==> src/rtl/assert_macros.svh <==
// Assertion macros shared by the timer RTL.
// Each check samples on the rising edge of clk and is held off while rst is high.
`ifndef ASSERT_MACROS_SVH
`define ASSERT_MACROS_SVH

// Immediate implication, checked at the same edge.
`define ASSERT_IMPL(label, cond, prop, msg) \
  label: assert property (@(posedge clk) disable iff (rst) (cond) |-> (prop)) \
    else $error(msg);

// Implication, checked at the edge after.
`define ASSERT_NEXT(label, cond, prop, msg) \
  label: assert property (@(posedge clk) disable iff (rst) (cond) |=> (prop)) \
    else $error(msg);

`endif

==> src/rtl/dtr_pkg.sv <==
// Shared types, constants and helpers for the divider/counter timer.
// No dependencies.
`timescale 1ns / 1ps

package dtr_pkg;

  localparam int unsigned PERIOD_W = 16;
  localparam int unsigned ACCUM_W  = 17;
  localparam int unsigned PADDR_W  = 5;
  localparam int unsigned NUM_SEL  = 4;

  localparam logic [ACCUM_W-1:0] ACCUM_MAX = {ACCUM_W{1'b1}};

  localparam logic [1:0] KIND_TICK  = 2'd0;
  localparam logic [1:0] KIND_WRITE = 2'd1;
  localparam logic [1:0] KIND_READ  = 2'd2;

  localparam logic [15:0] ADDR_DIVIDER = 16'hFF04;
  localparam logic [15:0] ADDR_COUNTER = 16'hFF05;
  localparam logic [15:0] ADDR_MODULO  = 16'hFF06;
  localparam logic [15:0] ADDR_CONTROL = 16'hFF07;
  localparam logic [7:0]  UNMAPPED_READ = 8'hFF;

  localparam logic [2:0] REG_DIV_PERIOD = 3'd0;
  localparam logic [2:0] REG_CNT_SEL0   = 3'd1;
  localparam logic [2:0] REG_CNT_SEL1   = 3'd2;
  localparam logic [2:0] REG_CNT_SEL2   = 3'd3;
  localparam logic [2:0] REG_CNT_SEL3   = 3'd4;

  localparam logic [PERIOD_W-1:0] RST_DIV_PERIOD = 16'd256;
  localparam logic [PERIOD_W-1:0] RST_CNT_SEL0   = 16'd1024;
  localparam logic [PERIOD_W-1:0] RST_CNT_SEL1   = 16'd16;
  localparam logic [PERIOD_W-1:0] RST_CNT_SEL2   = 16'd64;
  localparam logic [PERIOD_W-1:0] RST_CNT_SEL3   = 16'd256;

  localparam int unsigned CTRL_ENABLE_BIT = 2;

  typedef struct packed {
    logic [PERIOD_W-1:0]              divider_period;
    logic [NUM_SEL-1:0][PERIOD_W-1:0] counter_period;
  } cfg_t;

  // a period of zero behaves as one
  function automatic logic [PERIOD_W-1:0] eff_period(input logic [PERIOD_W-1:0] p);
    eff_period = (p == '0) ? PERIOD_W'(1) : p;
  endfunction

endpackage

==> src/rtl/dtr_sub.sv <==
// Shared compare/subtract unit: accumulator minus period, with a no-borrow flag.
// Depends on dtr_pkg.
`timescale 1ns / 1ps

module dtr_sub (
  input  logic [dtr_pkg::ACCUM_W-1:0]  a,
  input  logic [dtr_pkg::PERIOD_W-1:0] b,
  output logic [dtr_pkg::ACCUM_W-1:0]  diff,
  output logic                         ge
);

  logic [dtr_pkg::ACCUM_W:0] full;

  assign full = {1'b0, a} - {2'b00, b};
  assign ge   = ~full[dtr_pkg::ACCUM_W];
  assign diff = full[dtr_pkg::ACCUM_W-1:0];

endmodule

==> src/rtl/dtr_apb_regs.sv <==
// APB configuration registers: divider period and the four counter periods.
// Depends on dtr_pkg.
`timescale 1ns / 1ps

module dtr_apb_regs (
  input  logic                         clk,
  input  logic                         rst,
  input  logic                         psel,
  input  logic                         penable,
  input  logic                         pwrite,
  input  logic [dtr_pkg::PADDR_W-1:0]  paddr,
  input  logic [31:0]                  pwdata,
  output logic [31:0]                  prdata,
  output logic                         pready,
  output dtr_pkg::cfg_t                cfg
);

  logic       wr_en;
  logic [2:0] idx;

  assign pready = 1'b1;
  assign wr_en  = psel & penable & pwrite;
  assign idx    = paddr[dtr_pkg::PADDR_W-1:2];

  always_ff @(posedge clk) begin
    if (rst) begin
      cfg.divider_period    <= dtr_pkg::RST_DIV_PERIOD;
      cfg.counter_period[0] <= dtr_pkg::RST_CNT_SEL0;
      cfg.counter_period[1] <= dtr_pkg::RST_CNT_SEL1;
      cfg.counter_period[2] <= dtr_pkg::RST_CNT_SEL2;
      cfg.counter_period[3] <= dtr_pkg::RST_CNT_SEL3;
    end else if (wr_en) begin
      case (idx)
        dtr_pkg::REG_DIV_PERIOD: cfg.divider_period    <= pwdata[15:0];
        dtr_pkg::REG_CNT_SEL0:   cfg.counter_period[0] <= pwdata[15:0];
        dtr_pkg::REG_CNT_SEL1:   cfg.counter_period[1] <= pwdata[15:0];
        dtr_pkg::REG_CNT_SEL2:   cfg.counter_period[2] <= pwdata[15:0];
        dtr_pkg::REG_CNT_SEL3:   cfg.counter_period[3] <= pwdata[15:0];
        default: ;
      endcase
    end
  end

  always_comb begin
    case (idx)
      dtr_pkg::REG_DIV_PERIOD: prdata = {16'h0000, cfg.divider_period};
      dtr_pkg::REG_CNT_SEL0:   prdata = {16'h0000, cfg.counter_period[0]};
      dtr_pkg::REG_CNT_SEL1:   prdata = {16'h0000, cfg.counter_period[1]};
      dtr_pkg::REG_CNT_SEL2:   prdata = {16'h0000, cfg.counter_period[2]};
      dtr_pkg::REG_CNT_SEL3:   prdata = {16'h0000, cfg.counter_period[3]};
      default:                 prdata = 32'h0000_0000;
    endcase
  end

endmodule

==> src/rtl/dtr_seq.sv <==
// Timer sequencer: register file, cycle accumulators and the tick loop.
// Depends on dtr_pkg and dtr_sub.
`timescale 1ns / 1ps

module dtr_seq (
  input  logic                          clk,
  input  logic                          rst,
  input  logic                          start,
  output logic                          busy,
  input  logic [1:0]                    kind,
  input  logic [15:0]                   address,
  input  logic [7:0]                    write_data,
  input  logic [7:0]                    delta_cycles,
  input  dtr_pkg::cfg_t                 cfg,
  output logic                          done,
  output logic [7:0]                    read_data,
  output logic                          timer_irq
);

  typedef enum logic [1:0] {
    S_IDLE,
    S_DIV,
    S_CNT
  } state_t;

  state_t state;

  logic [7:0] divider_reg;
  logic [7:0] counter_reg;
  logic [7:0] modulo_reg;
  logic [7:0] control_reg;
  logic [dtr_pkg::ACCUM_W-1:0] divider_accum;
  logic [dtr_pkg::ACCUM_W-1:0] counter_accum;
  logic irq_flag;

  logic [dtr_pkg::ACCUM_W-1:0]  sub_a;
  logic [dtr_pkg::PERIOD_W-1:0] sub_b;
  logic [dtr_pkg::ACCUM_W-1:0]  sub_diff;
  logic                         sub_ge;
  logic [dtr_pkg::ACCUM_W-1:0]  divider_accum_next;
  logic [dtr_pkg::ACCUM_W-1:0]  counter_accum_next;
  logic [7:0]                   counter_inc;
  logic [7:0]                   rd_value;
  logic                         cnt_en;

  function automatic logic [dtr_pkg::ACCUM_W-1:0] sat_add(
    input logic [dtr_pkg::ACCUM_W-1:0] acc,
    input logic [7:0]                  d
  );
    logic [dtr_pkg::ACCUM_W:0] sum;
    sum = {1'b0, acc} + (dtr_pkg::ACCUM_W + 1)'(d);
    sat_add = sum[dtr_pkg::ACCUM_W] ? dtr_pkg::ACCUM_MAX : sum[dtr_pkg::ACCUM_W-1:0];
  endfunction

  assign busy   = (state != S_IDLE);
  assign cnt_en = control_reg[dtr_pkg::CTRL_ENABLE_BIT];

  assign divider_accum_next = sat_add(divider_accum, delta_cycles);
  assign counter_accum_next = sat_add(counter_accum, delta_cycles);
  assign counter_inc        = counter_reg + 8'd1;

  always_comb begin
    if (state == S_DIV) begin
      sub_a = divider_accum;
      sub_b = dtr_pkg::eff_period(cfg.divider_period);
    end else begin
      sub_a = counter_accum;
      sub_b = dtr_pkg::eff_period(cfg.counter_period[control_reg[1:0]]);
    end
  end

  dtr_sub u_sub (
    .a    (sub_a),
    .b    (sub_b),
    .diff (sub_diff),
    .ge   (sub_ge)
  );

  always_comb begin
    case (address)
      dtr_pkg::ADDR_DIVIDER: rd_value = divider_reg;
      dtr_pkg::ADDR_COUNTER: rd_value = counter_reg;
      dtr_pkg::ADDR_MODULO:  rd_value = modulo_reg;
      dtr_pkg::ADDR_CONTROL: rd_value = control_reg;
      default:               rd_value = dtr_pkg::UNMAPPED_READ;
    endcase
  end

  always_ff @(posedge clk) begin
    if (rst) begin
      state         <= S_IDLE;
      divider_reg   <= '0;
      counter_reg   <= '0;
      modulo_reg    <= '0;
      control_reg   <= '0;
      divider_accum <= '0;
      counter_accum <= '0;
      irq_flag      <= 1'b0;
      done          <= 1'b0;
      read_data     <= '0;
      timer_irq     <= 1'b0;
    end else begin
      done      <= 1'b0;
      read_data <= '0;
      timer_irq <= 1'b0;
      case (state)
        S_IDLE: begin
          if (start) begin
            case (kind)
              dtr_pkg::KIND_TICK: begin
                divider_accum <= divider_accum_next;
                if (cnt_en) begin
                  counter_accum <= counter_accum_next;
                end
                irq_flag <= 1'b0;
                state    <= S_DIV;
              end
              dtr_pkg::KIND_WRITE: begin
                case (address)
                  dtr_pkg::ADDR_DIVIDER: divider_reg <= write_data;
                  dtr_pkg::ADDR_COUNTER: counter_reg <= write_data;
                  dtr_pkg::ADDR_MODULO:  modulo_reg  <= write_data;
                  dtr_pkg::ADDR_CONTROL: control_reg <= write_data;
                  default: ;
                endcase
                done <= 1'b1;
              end
              dtr_pkg::KIND_READ: begin
                read_data <= rd_value;
                done      <= 1'b1;
              end
              default: begin
                done <= 1'b1;
              end
            endcase
          end
        end
        S_DIV: begin
          if (sub_ge) begin
            divider_accum <= sub_diff;
            divider_reg   <= divider_reg + 8'd1;
          end
          if (cnt_en) begin
            state <= S_CNT;
          end else begin
            done  <= 1'b1;
            state <= S_IDLE;
          end
        end
        S_CNT: begin
          if (sub_ge) begin
            counter_accum <= sub_diff;
            if (counter_inc == 8'd0) begin
              counter_reg <= modulo_reg;
              irq_flag    <= 1'b1;
            end else begin
              counter_reg <= counter_inc;
            end
          end else begin
            done      <= 1'b1;
            timer_irq <= irq_flag;
            state     <= S_IDLE;
          end
        end
        default: begin
          state <= S_IDLE;
        end
      endcase
    end
  end

endmodule

==> src/rtl/divider_timer_with_reload_unit.sv <==
// Top level of the divider/counter timer with modulo reload.
// Depends on dtr_pkg, dtr_apb_regs, dtr_seq and assert_macros.svh.
`timescale 1ns / 1ps
`include "assert_macros.svh"

// Usage:
//   Command channel: drive kind, address, write_data and delta_cycles with start;
//   the transfer happens at an edge where start is high and busy is low.
//   Result channel: done is high for one cycle with read_data and timer_irq;
//   the receiver takes it in that cycle and cannot stall it.
//   Config: APB registers at 0x00 divider period, 0x04..0x10 counter periods for
//   select 0..3 (16 bits each); pready is tied high. Write only while idle.
// Command flow:
//   Read, write and unknown kind: result in the cycle after the transfer, busy stays
//   low, so a new command may follow every cycle.
//   Tick with counter disabled: the transfer enters the divider step, which returns
//   to idle with the result. Tick with counter enabled: the divider step, then the
//   counter step once per whole counter period in the counter accumulator; one
//   compare/subtract unit handles one period per cycle, shared with the divider step.
// Reset: all timer registers and accumulators clear, periods take 256, 1024, 16,
//   64 and 256; no result is pending.
module divider_timer_with_reload_unit (
  input  logic                         clk,
  input  logic                         rst,
  input  logic                         start,
  output logic                         busy,
  input  logic [1:0]                   kind,
  input  logic [15:0]                  address,
  input  logic [7:0]                   write_data,
  input  logic [7:0]                   delta_cycles,
  output logic                         done,
  output logic [7:0]                   read_data,
  output logic                         timer_irq,
  input  logic                         psel,
  input  logic                         penable,
  input  logic                         pwrite,
  input  logic [dtr_pkg::PADDR_W-1:0]  paddr,
  input  logic [31:0]                  pwdata,
  output logic [31:0]                  prdata,
  output logic                         pready
);

  dtr_pkg::cfg_t cfg;

  dtr_apb_regs u_regs (
    .clk     (clk),
    .rst     (rst),
    .psel    (psel),
    .penable (penable),
    .pwrite  (pwrite),
    .paddr   (paddr),
    .pwdata  (pwdata),
    .prdata  (prdata),
    .pready  (pready),
    .cfg     (cfg)
  );

  dtr_seq u_seq (
    .clk          (clk),
    .rst          (rst),
    .start        (start),
    .busy         (busy),
    .kind         (kind),
    .address      (address),
    .write_data   (write_data),
    .delta_cycles (delta_cycles),
    .cfg          (cfg),
    .done         (done),
    .read_data    (read_data),
    .timer_irq    (timer_irq)
  );

  `ASSERT_IMPL(a_done_idle, done, !busy, "result strobe while busy")
  `ASSERT_NEXT(a_cmd_progress, start && !busy, busy || done, "command dropped")
  `ASSERT_IMPL(a_irq_strobe, timer_irq, done, "irq outside result strobe")
  `ASSERT_IMPL(a_rdata_strobe, read_data != 8'h00, done, "read data outside result strobe")

endmodule
==> config.mk <==
export PLATFORM = sky130hd
export DESIGN_NAME = divider_timer_with_reload_unit
export DESIGN_NICKNAME = d
export VERILOG_FILES = /design/src/rtl/dtr_pkg.sv /design/src/rtl/dtr_sub.sv /design/src/rtl/dtr_apb_regs.sv /design/src/rtl/dtr_seq.sv /design/src/rtl/divider_timer_with_reload_unit.sv
export VERILOG_INCLUDE_DIRS = /design/src /design/src/rtl
export SDC_FILE = /design/constraint.sdc
export NUM_CORES = 1
export LEC_CHECK = 0
export BUFFER_PORTS_ARGS = -buffer_cell sky130_fd_sc_hd__buf_2
export CAP_MARGIN = 20
export CORE_MARGIN = 8
export CORE_UTILIZATION = 40
export DETAILED_ROUTE_END_ITERATION = 10
export PLACE_DENSITY = 0.59
export SETUP_SLACK_MARGIN = 0.5
export SYNTH_ARGS = -nofsm -noshare
export SYNTH_HDL_FRONTEND = slang
export SYNTH_SLANG_ARGS = --single-unit
==> constraint.sdc <==
create_clock -name clk -period 13.25 [get_ports clk]
set_input_delay 0.6625 -clock clk [delete_from_list [all_inputs] [get_ports clk]]
set_output_delay 0.6625 -clock clk [all_outputs]
set_load 0.03 [all_outputs]
Word level (Yosys, flattened, before mapping). Index checks and enable logic that the tools add are counted.

Bits in registers: 159. Bits of input ports: 77. Output and inout bits: 44. Word-level logic and storage cells: 119.

Magnitude comparators: 1. Muxes and demuxes: 44. Eq/ne operators: 22. Reductions and logical operators: 24. Add/subtract/negate cells: 5. Bitwise operators: 7.

Operators with widths (count): 17-bit two-way mux (9); 16-bit one-hot mux with 5 select lines (1); 8-bit two-way mux (9); 17-bit one-hot mux with 2 select lines (2); 16-bit == test, second input constant (4); 16-bit two-way mux (4); 17-bit by 8-bit adder with 18-bit output (2); 16-bit binary-select mux with 2-bit select (1); 16-bit logical NOT (2); 8-bit one-hot mux with 2 select lines (2); 8-bit one-hot mux with 4 select lines (1); 5-bit AND reduction (4); 17-bit by 16-bit subtractor with 18-bit output (1); 8-bit by 1-bit adder with 8-bit output, second input constant (2); 2-bit inequality test, second input constant (8); 4-bit AND reduction (3); 2-bit AND reduction (5); 8-bit logical NOT (1); 1-bit two-way mux (8); 2-bit two-way mux (4); 3-bit by 2-bit == test with 1-bit output, second input constant (2); 2-bit one-hot mux with 3 select lines (1); 2-bit nonzero test (3); 1-bit inverter (5); other kinds (14) (19).

Logic depth before layout (Yosys ltp).
Depth in word-level cells: 8. Depth in mapped cells: 18. Mapped depth without buffers: 14.

Hierarchy. From an unflattened synthesis, not the netlist that was laid out.

Cell total of the unflattened synthesis: 1255. Area, all modules: 10679.0 sq um.

Modules (own cells, without submodules): dtr_seq (cells each 725, instances 1, area an instance 5780.5 sq um, sequential area each 1581.5 sq um); dtr_apb_regs (cells each 390, instances 1, area an instance 3927.5 sq um, sequential area each 1601.5 sq um); dtr_sub (cells each 140, instances 1, area an instance 970.9 sq um, sequential area each 0.0 sq um).

Worst setup path after synthesis. OpenSTA, ideal clock, no wires.

Path kind: register -> register. From: register u_seq.control_reg[0]. To: register u_seq.divider_reg[5]. Buffers on the path: 4. Stages on the path, launching flop included: 15. Setup slack: 8.719 ns. Data required time: 13.180 ns. Clock period less this slack: 4.531 ns. Arrival time: 4.461 ns. Setup time: 0.070 ns. Cells stage by stage: dfxtp_1 -> clkbuf_1 -> clkbuf_1 -> mux4_2 -> a22oi_1 -> ha_1 -> clkbuf_1 -> a41o_1 -> a221oi_1 -> nor2_1 -> o41ai_1 -> o31a_1 -> buf_4 -> o21ai_0 -> a21oi_1.

Word-level cells in the longest chain between the ends: 8.

RTL lines: start, declared (RTL line dtr_seq.sv:31) `logic [7:0] control_reg;`; start signal, assigned (RTL line dtr_seq.sv:123) `dtr_pkg::ADDR_CONTROL: control_reg <= write_data;`; 16-bit binary-select mux with 2-bit select (*) (RTL line dtr_seq.sv:68) `sub_b = dtr_pkg::eff_period(cfg.counter_period[control_reg[1:0]]);`; 16-bit two-way mux (not written as such) (*) (RTL line dtr_seq.sv:68); 16-bit logical NOT (RTL line dtr_pkg.sv:45) `eff_period = (p == '0) ? PERIOD_W'(1) : p;`; 16-bit two-way mux (*) (RTL line dtr_pkg.sv:45); 16-bit two-way mux (*) (RTL line dtr_seq.sv:63) `if (state == S_DIV) begin`; 17-bit by 16-bit subtractor with 18-bit output (*) (RTL line dtr_sub.sv:14) `assign full = {1'b0, a} - {2'b00, b};`; 2-bit inequality test (no source line) (*); 5-bit AND reduction (no source line) (*); end signal, assigned (RTL line dtr_seq.sv:120) `dtr_pkg::ADDR_DIVIDER: divider_reg <= write_data;`; end signal, assigned (RTL line dtr_seq.sv:141) `divider_reg <= divider_reg + 8'd1;`; end, declared (RTL line dtr_seq.sv:28) `logic [7:0] divider_reg;`.

Every way passes the cells marked *; elsewhere a longest branch is shown, timed or not. The select of a mux whose other input is x is not followed. A chain may end at the register's enable or synchronous reset.

Worst setup path after layout.
From: register u_seq.control_reg[1]. To: register u_seq.divider_accum[16] (netlist name).

Word-level cells in the longest chain between the ends: 8. Elaborated cells on any way between the ends: 10. Those cells by class: 1 x add/sub; 1 x eq/ne; 6 x mux; 2 x reduce/logical.

RTL lines: 16-bit binary-select mux with 2-bit select (*) (RTL line dtr_seq.sv:68); 16-bit two-way mux (not written as such) (*) (RTL line dtr_seq.sv:68); 16-bit logical NOT (RTL line dtr_pkg.sv:45); 16-bit two-way mux (*) (RTL line dtr_pkg.sv:45); 16-bit two-way mux (*) (RTL line dtr_seq.sv:63); 17-bit by 16-bit subtractor with 18-bit output (*) (RTL line dtr_sub.sv:14); 2-bit inequality test (no source line) / 17-bit two-way mux (equally long branches); 4-bit AND reduction (no source line) / 17-bit one-hot mux with 2 select lines (equally long branches); end signal, assigned (RTL line dtr_seq.sv:111) `divider_accum <= divider_accum_next;`; end signal, assigned (RTL line dtr_seq.sv:140) `divider_accum <= sub_diff;`; end, declared (RTL line dtr_seq.sv:32) `logic [dtr_pkg::ACCUM_W-1:0] divider_accum;`.

Marked as above.

==> flow_summary.json <==
{
  "yosys_warnings": 0,
  "nets": 1425,
  "htree_levels": 4,
  "hold_path.class": "flip-flop to flip-flop",
  "cp_common_cell": "o21ai_0",
  "drc": 0,
  "regMostFlops": "u_regs.cfg",
  "power_density_nw_per_um2": 102,
  "antenna_found_initial": 0,
  "synthAdderAreaFrac_pct": 4.97,
  "setup_viol_count_final": 0,
  "place.gp.congestion": 0.909,
  "slowest_stage": "dfxtp_1",
  "period_needed_ns": 5.08,
  "min_from": "u_seq.control_reg[4]",
  "cts_setup_buffers": 0,
  "cts_tree": "done",
  "area_delta_synth_final_pct": 12.8,
  "initial_utilization_pct": 40.5,
  "hold_viol": 0,
  "period_share_pct": 38.3,
  "clk_latency_ns": 0.44,
  "ir_drop_uv": 78.0,
  "synthXorXnorAreaFrac_pct": 2.78,
  "whs_endpoint": "u_seq.control_reg[4]",
  "fill_cells": 2454,
  "netlist.area_leader.share_pct": 32.6,
  "reg_top3": "u_regs.cfg (80), u_seq.counter_accum (17), u_seq.divider_accum (17)",
  "clk_pin_slew_ns": 0.07,
  "cts_hold_buffers": 0,
  "ys_ff_latch": 159,
  "wl_per_cell_um": 18.8,
  "crit_path_max_fanout": 18,
  "synth_area_leader_cell": "dfxtp_1",
  "fin_skew_ns": 0.0157,
  "reg2regPathDepth": 14,
  "die_x_um": 172,
  "num_vias": 9523,
  "worst-path-buf-inv": 1,
  "whs_path_depth": 2,
  "grt_pass1_vias": 8953,
  "die_y_um": 172,
  "routed_wl_um": 31000,
  "netlist_instances": 1269,
  "avgSynthCellArea_um2": 7.69,
  "clock_path_buffers": 2,
  "placeableCoreArea_um2": 24100,
  "synth_area_um2": 9760,
  "grt_pass1_wl_um": 48900,
  "hold_slack_ns": 0.452,
  "reg2reg_from": "u_seq.control_reg[1]",
  "arrival_ns": 5.41,
  "synthFlopType": "dfxtp_1",
  "synth_compound_area_share_pct": 22.1,
  "rr_endpoint": "u_seq.divider_accum[16]",
  "synthArstFlopShare_pct": 0,
  "cp.required_ns": 13.59,
  "synth_common_cells": "nand2_1 (315), a21oi_1 (161), dfxtp_1 (159)",
  "synthSimpleGateAreaFrac_pct": 23.4,
  "timing.fmax_mhz": 197,
  "slew_headroom_pct": 24.0,
  "root_buffer": "clkbuf_16",
  "cp_top_family": "compound AO/OA/AOI/OAI gates",
  "p_leak_nw": 4.18,
  "synth.most_common_cell": "nand2_1",
  "synthTopCellsByArea": "dfxtp_1 (33%), nand2_1 (12%), a21oi_1 (8.3%)",
  "cts_made_buffers": 17,
  "crit_path_start_kind": "flip-flop",
  "cp_cell_sequence": "mux4_2, nor4_1, nand4_1, a21oi_1, ha_1, inv_1, fa_1, a21o_1, a31oi_1, nor3_1, o21ai_0, o21ai_0, xnor2_1, a311oi_1",
  "pin_count": 121,
  "ant_nets": 0,
  "die_area_um2": 29700,
  "reg2reg_slack_ns": 8.17,
  "cts.sinks": 159,
  "grt_max_degree": 93,
  "post_cts_resized": 0,
  "worst_slew_pin_slew_ns": 1.14,
  "status": "completed",
  "dp.final_hpwl_um": 21400,
  "layout-drive-gt1-share_pct": 13.4,
  "rows": 57,
  "first_pass_iters": 5,
  "setup.worst_path.end_class": "flip-flop",
  "grt_usage_pct": 20.8,
  "muxShareOfSynthArea_pct": 8.85,
  "synth_enable_flop_cells": 0,
  "drt_iter0_markers": 927,
  "synth_top_family_by_area": "simple AND/OR/NAND/NOR gates",
  "maxSlewViolCount": 0,
  "via_per_inst": 5.78,
  "netlist-cell-type-count": 64,
  "regArea_um2": 3180,
  "setup_tns_ns": 0,
  "path_class": "flip-flop to flip-flop",
  "largest_register_ffs": 80,
  "portBuffers": 85,
  "max_stage_delay_ns": 1.02,
  "multiInputGateArea_um2": 6160,
  "cap_violations": 0,
  "grt-ovfl-total": 0,
  "antenna_cells": 0,
  "ys_seq_area_share_pct": 32.6,
  "rsz0062_at_grt": "no"
}
[cell families (layout without fill, tap and decap cells)]
kind of cell               count (synthesis)  count (layout)
other                                      2              17
and+or+nand+nor                          522             522
DFF                                      159             159
xor gates and xnor gates                  31              31
muxes                                     55              55
buffers and inverters                    115             155
AOI/OAI and AO/OA                        348             348
adders and majority gates                 37              37
[metrics by stage]
step	cells	util (%)	setup slack [ns]	power [mW]	instance area, um2
finish	1648	45.7	8.17	1.12	11000
global route	1648	45.7	8.01	1.15	11000
CTS	1646	45.6	8.06	1.13	11000
detailed placement	1614	43.0	8.09	0.597	10400
global placement	1614	43.0	8.05	0.596	10400
floorplan	1284	-	8.72	0.565	9820
[report_power, final]
part	internal, mW	switching (mW)	total [mW]
Combinational	0.0324	0.0697	0.102
Sequential	0.482	0.00346	0.485
Clock	0.305	0.228	0.533
Total	0.819	0.301	1.12
[layer usage]
metal / global-route usage (%) / share of wire, %
met5: 0 / 0
met4: 5.55 / 1.3
met3: 3.36 / 6.5
met2: 33.9 / 47
met1: 28.2 / 46
[cell type report]
class,count,share of cell area (%)
clock buffer,18,3.90
clock inverter,14,1.76
inverter,21,0.716
multi-input combinational,1010,56.0
sequential,159,28.9
tap,324,3.68
timing repair buffer,102,5.03
[cell usage in the layout, fill, tap and decap left out, types with 25 or more instances in the layout]
master / Yosys / routed
ha_1: 34 / 34
mux2i_1: 30 / 30
a21oi_1: 161 / 160
mux4_2: 25 / 25
nor2_1: 65 / 65
nand2_1: 315 / 315
buf_2: 3 / 85
dfxtp_1: 159 / 159
o21ai_0: 58 / 58
nand3_1: 29 / 29
[worst min-delay path: cells and delay by family (launching register included)]
family,cells,cell delay [ns]
AO/OA/AOI/OAI,1,0.05
flip-flops,1,0.31
AND/OR/NAND/NOR,1,0.05
[worst max path at each step]
stage                                    start                 endpoint  slack (ns)  depth (start not counted)
after floorplan           u_seq.control_reg[0]     u_seq.divider_reg[5]        8.72                         14
after global placement    u_seq.control_reg[1]  u_seq.divider_accum[16]        8.05                         12
after detailed placement  u_seq.control_reg[1]  u_seq.divider_accum[16]        8.09                         12
after CTS                 u_seq.control_reg[1]  u_seq.divider_accum[16]        8.06                         12
after global routing      u_seq.control_reg[1]  u_seq.divider_accum[16]        8.01                         14
final                     u_seq.control_reg[1]  u_seq.divider_accum[16]        8.17                         14
No activity file was read; power rests on OpenSTA's default activity.
